===== src/hdl/mh64_pkg.sv =====
// Shared constants, command codes and control structs for the MurmurHash64A engine.
`timescale 1ns / 1ps

package mh64_pkg;

    // Mixing multiplier, split into halves for the 32x32 multiply unit.
    localparam logic [63:0] MIX_MUL    = 64'hC6A4A7935BD1E995;
    localparam logic [31:0] MIX_MUL_LO = MIX_MUL[31:0];
    localparam logic [31:0] MIX_MUL_HI = MIX_MUL[63:32];
    localparam int unsigned MIX_SHIFT  = 47;

    // Input and output field widths.
    localparam int unsigned WORD_W     = 64;
    localparam int unsigned NBYTES_W   = 4;
    localparam int unsigned LEN_W      = 32;
    localparam int unsigned UPPER_W    = 32;
    localparam int unsigned S_TDATA_W  = 104;
    localparam int unsigned M_TDATA_W  = 96;

    // Operand register load selection.
    localparam logic [2:0] OP_HOLD  = 3'd0;
    localparam logic [2:0] OP_LEN   = 3'd1;
    localparam logic [2:0] OP_WORD  = 3'd2;
    localparam logic [2:0] OP_KMIX  = 3'd3;
    localparam logic [2:0] OP_HACC  = 3'd4;
    localparam logic [2:0] OP_HTAIL = 3'd5;
    localparam logic [2:0] OP_HFIN  = 3'd6;

    // Running hash load selection.
    localparam logic [1:0] H_HOLD = 2'd0;
    localparam logic [1:0] H_SEED = 2'd1;
    localparam logic [1:0] H_ACC  = 2'd2;

    // Partial product phases of one 64-bit multiply by MIX_MUL.
    localparam logic [1:0] MUL_LO    = 2'd0;
    localparam logic [1:0] MUL_HI    = 2'd1;
    localparam logic [1:0] MUL_CROSS = 2'd2;

    typedef struct packed {
        logic       load_in;
        logic [2:0] op_sel;
        logic [1:0] h_sel;
        logic       mul_en;
        logic [1:0] mul_phase;
        logic       out_load;
    } mh64_cmd_t;

    typedef struct packed {
        logic full_word;
        logic tail_word;
        logic last_word;
        logic out_free;
    } mh64_status_t;

endpackage


===== src/hdl/mh64_datapath.sv =====
// Datapath: input capture, operand and running hash registers, shared multiplier, output stage.
`timescale 1ns / 1ps

module mh64_datapath
    import mh64_pkg::*;
(
    input  logic                 clk,
    input  logic                 rst_n,
    input  mh64_cmd_t            cmd,
    output mh64_status_t         status,
    input  logic [S_TDATA_W-1:0] s_tdata,
    input  logic                 s_tlast,
    input  logic                 seed_wr_en,
    input  logic [WORD_W-1:0]    seed_wr_data,
    output logic                 m_tvalid,
    input  logic                 m_tready,
    output logic [M_TDATA_W-1:0] m_tdata
);

    logic [WORD_W-1:0]   word_reg;
    logic [NBYTES_W-1:0] nbytes_reg;
    logic                last_reg;
    logic [WORD_W-1:0]   op_reg;
    logic [WORD_W-1:0]   op_next;
    logic [WORD_W-1:0]   acc_reg;
    logic [WORD_W-1:0]   acc_next;
    logic [WORD_W-1:0]   h_reg;
    logic [WORD_W-1:0]   h_next;
    logic [WORD_W-1:0]   seed_reg;
    logic [WORD_W-1:0]   hash_reg;
    logic                out_valid_reg;
    logic                out_valid_next;

    logic [31:0]         mul_a;
    logic [31:0]         mul_b;
    logic [63:0]         mul_prod;
    logic [WORD_W-1:0]   tail_mask;
    logic [WORD_W-1:0]   in_length_ext;

    assign in_length_ext = {{(WORD_W-LEN_W){1'b0}}, s_tdata[99:68]};

    // Byte i of a tail survives when i is below the valid byte count.
    always_comb
    begin
        for (int i = 0; i < 8; i++)
        begin
            tail_mask[8*i +: 8] = (4'(i) < nbytes_reg) ? 8'hFF : 8'h00;
        end
    end

    // One 32x32 multiplier; a 64-bit product modulo 2^64 takes three phases.
    assign mul_a    = (cmd.mul_phase == MUL_HI) ? op_reg[63:32] : op_reg[31:0];
    assign mul_b    = (cmd.mul_phase == MUL_CROSS) ? MIX_MUL_HI : MIX_MUL_LO;
    assign mul_prod = 64'(mul_a) * 64'(mul_b);

    always_comb
    begin
        acc_next = acc_reg;
        if (cmd.mul_en)
        begin
            if (cmd.mul_phase == MUL_LO)
            begin
                acc_next = mul_prod;
            end
            else
            begin
                acc_next = {acc_reg[63:32] + mul_prod[31:0], acc_reg[31:0]};
            end
        end
    end

    always_comb
    begin
        unique case (cmd.op_sel)
            OP_LEN:   op_next = in_length_ext;
            OP_WORD:  op_next = word_reg;
            OP_KMIX:  op_next = acc_reg ^ (acc_reg >> MIX_SHIFT);
            OP_HACC:  op_next = h_reg ^ acc_reg;
            OP_HTAIL: op_next = h_reg ^ (word_reg & tail_mask);
            OP_HFIN:  op_next = h_reg ^ (h_reg >> MIX_SHIFT);
            default:  op_next = op_reg;
        endcase
    end

    always_comb
    begin
        unique case (cmd.h_sel)
            H_SEED:  h_next = seed_reg ^ acc_reg;
            H_ACC:   h_next = acc_reg;
            default: h_next = h_reg;
        endcase
    end

    always_comb
    begin
        out_valid_next = out_valid_reg;
        if (m_tready)
        begin
            out_valid_next = 1'b0;
        end
        if (cmd.out_load)
        begin
            out_valid_next = 1'b1;
        end
    end

    always_ff @(posedge clk or negedge rst_n)
    begin
        if (!rst_n)
        begin
            seed_reg      <= '0;
            out_valid_reg <= 1'b0;
        end
        else
        begin
            if (seed_wr_en)
            begin
                seed_reg <= seed_wr_data;
            end
            out_valid_reg <= out_valid_next;
        end
    end

    always_ff @(posedge clk)
    begin
        if (cmd.load_in)
        begin
            word_reg   <= s_tdata[63:0];
            nbytes_reg <= s_tdata[67:64];
            last_reg   <= s_tlast;
        end
        if (cmd.out_load)
        begin
            hash_reg <= acc_reg ^ (acc_reg >> MIX_SHIFT);
        end
        op_reg  <= op_next;
        acc_reg <= acc_next;
        h_reg   <= h_next;
    end

    // Byte counts of eight and above count as a full word.
    assign status.full_word = nbytes_reg[3];
    assign status.tail_word = !nbytes_reg[3] && (nbytes_reg[2:0] != 3'd0);
    assign status.last_word = last_reg;
    assign status.out_free  = !out_valid_reg || m_tready;

    assign m_tvalid = out_valid_reg;
    assign m_tdata  = {hash_reg[63:32], hash_reg};

endmodule


===== src/hdl/mh64_ctrl.sv =====
// Controller state machine that sequences seeding, word mixing, tail folding and finalization.
`timescale 1ns / 1ps

module mh64_ctrl
    import mh64_pkg::*;
(
    input  logic         clk,
    input  logic         rst_n,
    input  logic         s_tvalid,
    output logic         s_tready,
    input  mh64_status_t status,
    output mh64_cmd_t    cmd
);

    localparam logic [3:0] ST_IDLE   = 4'd0;
    localparam logic [3:0] ST_SEED_M = 4'd1;
    localparam logic [3:0] ST_SEED_W = 4'd2;
    localparam logic [3:0] ST_DISP   = 4'd3;
    localparam logic [3:0] ST_K1_M   = 4'd4;
    localparam logic [3:0] ST_K1_W   = 4'd5;
    localparam logic [3:0] ST_K2_M   = 4'd6;
    localparam logic [3:0] ST_K2_W   = 4'd7;
    localparam logic [3:0] ST_H_M    = 4'd8;
    localparam logic [3:0] ST_H_W    = 4'd9;
    localparam logic [3:0] ST_FIN_P  = 4'd10;
    localparam logic [3:0] ST_FIN_M  = 4'd11;
    localparam logic [3:0] ST_FIN_W  = 4'd12;

    logic [3:0] state_reg;
    logic [3:0] state_next;
    logic [1:0] phase_reg;
    logic [1:0] phase_next;
    logic       in_msg_reg;
    logic       in_msg_next;
    logic       mul_done;

    assign mul_done = (phase_reg == MUL_CROSS);

    always_comb
    begin
        state_next    = state_reg;
        phase_next    = phase_reg;
        in_msg_next   = in_msg_reg;
        s_tready      = 1'b0;
        cmd           = '0;
        cmd.op_sel    = OP_HOLD;
        cmd.h_sel     = H_HOLD;
        cmd.mul_phase = phase_reg;

        unique case (state_reg)
            ST_IDLE:
            begin
                s_tready = 1'b1;
                if (s_tvalid)
                begin
                    cmd.load_in = 1'b1;
                    if (!in_msg_reg)
                    begin
                        // First transaction of a message: the length seeds the hash.
                        cmd.op_sel  = OP_LEN;
                        in_msg_next = 1'b1;
                        state_next  = ST_SEED_M;
                    end
                    else
                    begin
                        state_next = ST_DISP;
                    end
                end
            end
            ST_SEED_M, ST_K1_M, ST_K2_M, ST_H_M, ST_FIN_M:
            begin
                cmd.mul_en = 1'b1;
                if (mul_done)
                begin
                    phase_next = MUL_LO;
                    state_next = state_reg + 4'd1;
                end
                else
                begin
                    phase_next = phase_reg + 2'd1;
                end
            end
            ST_SEED_W:
            begin
                cmd.h_sel  = H_SEED;
                state_next = ST_DISP;
            end
            ST_DISP:
            begin
                if (status.full_word)
                begin
                    cmd.op_sel = OP_WORD;
                    state_next = ST_K1_M;
                end
                else if (status.tail_word)
                begin
                    cmd.op_sel = OP_HTAIL;
                    state_next = ST_H_M;
                end
                else if (status.last_word)
                begin
                    state_next = ST_FIN_P;
                end
                else
                begin
                    state_next = ST_IDLE;
                end
            end
            ST_K1_W:
            begin
                cmd.op_sel = OP_KMIX;
                state_next = ST_K2_M;
            end
            ST_K2_W:
            begin
                cmd.op_sel = OP_HACC;
                state_next = ST_H_M;
            end
            ST_H_W:
            begin
                cmd.h_sel  = H_ACC;
                state_next = status.last_word ? ST_FIN_P : ST_IDLE;
            end
            ST_FIN_P:
            begin
                cmd.op_sel = OP_HFIN;
                state_next = ST_FIN_M;
            end
            ST_FIN_W:
            begin
                // Hold here until the output register can take the result.
                if (status.out_free)
                begin
                    cmd.out_load = 1'b1;
                    in_msg_next  = 1'b0;
                    state_next   = ST_IDLE;
                end
            end
            default:
            begin
                state_next = ST_IDLE;
                phase_next = MUL_LO;
            end
        endcase
    end

    always_ff @(posedge clk or negedge rst_n)
    begin
        if (!rst_n)
        begin
            state_reg  <= ST_IDLE;
            phase_reg  <= MUL_LO;
            in_msg_reg <= 1'b0;
        end
        else
        begin
            state_reg  <= state_next;
            phase_reg  <= phase_next;
            in_msg_reg <= in_msg_next;
        end
    end

endmodule


===== src/hdl/murmur64a_hash_engine.sv =====
// Top level: each 64-bit multiply runs as three phases on one shared 32x32 multiplier.
// Per transaction: an empty word needs no multiply, a tail word one hash multiply, a full word
// two key-mixing multiplies and the hash multiply; a message's first transaction adds seeding.
// The last adds finalization, which waits for a free output register before loading the hash.
// rst_n clears the controller, the output valid and the seed register (seed reads as zero).
`timescale 1ns / 1ps

module murmur64a_hash_engine
    import mh64_pkg::*;
(
    input  logic                 clk,
    input  logic                 rst_n,
    input  logic                 seed_wr_en,
    input  logic [WORD_W-1:0]    seed_wr_data,
    input  logic                 s_tvalid,
    output logic                 s_tready,
    // data_word[63:0], valid_bytes[67:64], message_length[99:68], zero[103:100]
    input  logic [S_TDATA_W-1:0] s_tdata,
    input  logic                 s_tlast,
    output logic                 m_tvalid,
    input  logic                 m_tready,
    // hash_value[63:0], hash_upper[95:64]
    output logic [M_TDATA_W-1:0] m_tdata
);

    mh64_cmd_t    cmd;
    mh64_status_t status;

    mh64_ctrl u_ctrl (
        .clk      (clk),
        .rst_n    (rst_n),
        .s_tvalid (s_tvalid),
        .s_tready (s_tready),
        .status   (status),
        .cmd      (cmd)
    );

    mh64_datapath u_datapath (
        .clk          (clk),
        .rst_n        (rst_n),
        .cmd          (cmd),
        .status       (status),
        .s_tdata      (s_tdata),
        .s_tlast      (s_tlast),
        .seed_wr_en   (seed_wr_en),
        .seed_wr_data (seed_wr_data),
        .m_tvalid     (m_tvalid),
        .m_tready     (m_tready),
        .m_tdata      (m_tdata)
    );

endmodule


===== config.mk =====
export PLATFORM = sky130hd
export DESIGN_NAME = murmur64a_hash_engine
export DESIGN_NICKNAME = d
export VERILOG_FILES = /design/src/hdl/mh64_pkg.sv /design/src/hdl/mh64_datapath.sv /design/src/hdl/mh64_ctrl.sv /design/src/hdl/murmur64a_hash_engine.sv
export SDC_FILE = /design/constraint.sdc
export NUM_CORES = 2
export LEC_CHECK = 0
export ABC_AREA = 1
export BUFFER_PORTS_ARGS = -buffer_cell sky130_fd_sc_hd__buf_4
export CAP_MARGIN = 15
export CORE_MARGIN = 5
export CORE_UTILIZATION = 55
export CTS_BUF_LIST = sky130_fd_sc_hd__clkbuf_8
export CTS_CLUSTER_SIZE = 25
export DETAILED_ROUTE_END_ITERATION = 12
export PLACE_DENSITY = 0.79
export SLEW_MARGIN = 0
export SYNTH_ARGS = -nofsm -noshare
export SYNTH_HDL_FRONTEND = slang
export SYNTH_SLANG_ARGS = --single-unit

===== constraint.sdc =====
create_clock -name clk -period 16.7 [get_ports clk]
set_input_delay 2.505 -clock clk [delete_from_list [all_inputs] [get_ports clk]]
set_output_delay 2.505 -clock clk [all_outputs]
set_load 0.01 [all_outputs]

==> results.toml <==
[outcome]
status = "finished, violations left"
violations = "design-rule violations"

[placement]
gp_congestion = 1.02
numPortBuffers = 267
hpwl_um = 135000

[logic_synthesis]
synth_top_area_frac = 0.268
synth_enable_flop_cells = 325
ys_warn_count = 0
synthesis.area_um2 = 45700
ys_seq_area_frac = 0.253
yosys-top-cells-area = "fa_1 27%, edfxtp_1 21%, ha_1 12%"
post-synth-top-count-cell = "inv_1"
syn_avg_cell_area_um2 = 9.15
ys_types = 55
ys.flop_type = "edfxtp_1"
syn-instance-count = 4998
synth_seq_cells = 397
ys_top_cells_by_count = "1208 x inv_1, 753 x nand2_1, 613 x fa_1"
synth_top_cell_by_area = "fa_1"
ys_async_sr_fraction = 0.181

[grt]
track_usage = 0.361
grt_first_pass_wirelength_um = 237000
antenna_found_initial = 4
grt_pass1_vias = 37157
grt.overflow.total = 0
grt_max_degree = 112

[timing]
hold_viol_final = 0
finalHoldWorstSlack_ns = 0.504
min_period_ns = 11.03
slew_headroom = 0.160
worst_pin_slew_ns = 1.26
final_max_slew_viol_count = 0
final.setup.tns_ns = 0
setup_viol = 0
fmax_mhz = 90.7
rsz0062_at_grt = "no"
fin_crit_sh = 0.660
fin_skew_ns = 0.0544

[setup_path]
worst-r2r-cell-count = 35
crit_fanout = 64
critical_path_required_ns = 17.10
crit_path_top_delay_cell = "nor2_1"
arrival_ns = 11.43
path_class = "reg -> reg"
slowest_delay_ns = 0.83
end_kind = "register"
cpMostUsedCell = "fa_1"
start_kind = "register"

[clock_tree]
cts_resized = 0
cts_sinks = 397
clk_pin_slew_ns = 0.06
h-tree-depth = 3
clock_path_buffers = 3
cts_root_buf = "clkbuf_8"
clk_latency_ns = 0.68
cts_tree = "done"
cts_made_buffers = 66
cts_setup_buffers = 0
postCtsHoldBufs = 0

[route]
wl_um = 161000
drc = 1
via_count = 35927
drt_iter0_drc = 3553
via_per_inst = 5.62
dr.pass1.iters = 10
ant_nets = 0
post_drt_wl_per_cell_um = 25.2

[floorplan]
chipHeight_um = 298
initial_core_util = 0.556
die-area_um2 = 89000
core-area_um2 = 82200
num_rows = 105
die_x_um = 298
pin_count = 272

[job]
maxCapViolations = 0

[min_path]
hp-class = "reg -> reg"
hold_depth = 0

[cells_and_area]
final_nets = 6494
area_growth_pct = 9.73
fill_cells = 7180
drive_gt1_frac = 0.105
## cells by family (layout without fill, tap and decap cells)
logic type | count (synthesis) | after routing | synth area share
AND/OR/NAND/NOR | 1367 | 1367 | 0.125
buffers and inverters | 1359 | 1679 | 0.116
adder cells (fa/ha/maj) | 1051 | 1051 | 0.388
AO/OA/AOI/OAI | 598 | 598 | 0.0719
flip-flops | 397 | 397 | 0.253
XOR/XNOR | 159 | 159 | 0.0305
multiplexers | 65 | 65 | 0.0160
other | 2 | 8 | 0.000164
## cell type report
cell class,count,area [um2],area share
Multi-Input combinational cell,3246,28900,0.577
Clock buffer,69,950,0.0189
Sequential cell,397,11600,0.230
Timing Repair Buffer,331,2480,0.0495
Tap cell,1070,1340,0.0267
Clock inverter,52,293,0.00584
Antenna cell,2,5.00,0.0000998
Inverter,1227,4610,0.0919
## metrics by stage
| step | setup slack (ns) | instance area, um2 | instances | util |
|---|---|---|---|---|
| global route | 5.29 | 50200 | 6394 | 0.610 |
| CTS | 5.91 | 50200 | 6392 | 0.610 |
| floorplan | 8.09 | 45700 | 5002 | - |
| finish | 5.67 | 50200 | 6394 | 0.610 |
| detailed placement | 5.98 | 48900 | 6271 | 0.595 |
| global placement | 6.00 | 48900 | 6270 | 0.595 |
## critical path: cells and delay by family (launching register included)
family	cells	cell delay [ns]
AO/OA/AOI/OAI	8	1.82
adder cells (fa/ha/maj)	10	4.61
AND/OR/NAND/NOR	8	1.89
XOR/XNOR	1	0.47
buffers and inverters	8	1.47
flip-flops	1	0.46
## path summary, 6_finish.rpt
check,start,endpoint,slack [ns]
max,u_ctrl.phase_reg[0]$_DFFE_PN0N_,u_datapath.acc_reg[62]$_DFFE_PP_,5.67
max reg2reg,u_ctrl.phase_reg[0]$_DFFE_PN0N_,u_datapath.acc_reg[62]$_DFFE_PP_,5.67
max in group asynchronous,rst_n,u_datapath.seed_reg[35]$_DFFE_PN0P_,13.95
min reg2reg,u_datapath.acc_reg[19]$_DFFE_PP_,u_datapath.hash_reg[19]$_DFFE_PP_,0.50
min,u_datapath.acc_reg[19]$_DFFE_PP_,u_datapath.hash_reg[19]$_DFFE_PP_,0.50
min in group asynchronous,rst_n,u_datapath.seed_reg[26]$_DFFE_PN0P_,2.05
## cell usage in the layout, fill, tap and decap left out, types with 4 or more instances in the layout
cell	Yosys	layout
nor2_2	10	9
nand2_1	753	753
edfxtp_1	325	325
xnor2_1	8	8
a22o_1	13	13
conb_1	2	6
clkbuf_8	0	69
clkinv_2	0	4
xor2_1	151	151
o21ai_1	37	37
fa_1	613	613
o21ai_0	252	251
nor2_4	5	8
a21o_1	8	8
nand4_1	46	46
o22ai_1	15	15
o21ai_2	9	9
o211ai_1	4	4
nor3_1	22	22
ha_1	438	438
buf_4	37	331
a21boi_0	8	8
nand3_1	169	168
inv_1	1208	1234
dfrtp_1	72	72
clkinv_1	1	12
nor4_1	4	4
or2_2	25	25
nor2_1	316	314
o2111ai_1	8	8
o21a_1	9	9
inv_2	17	19
mux2_2	64	64
a21oi_1	198	198
a31oi_1	4	4
o21bai_1	27	27
## metal layers
metal  vias up  share of wire  track usage
li1      16107              -            -
met2      1827           0.46        0.576
met5         -       0.000081            0
met1     17613           0.39        0.476
met4         2          0.062        0.177
met3       378          0.092       0.0720
Power is left out: the tool's default activity adds up to more than one toggle a clock period on the data nets, which glitch-free logic cannot reach.
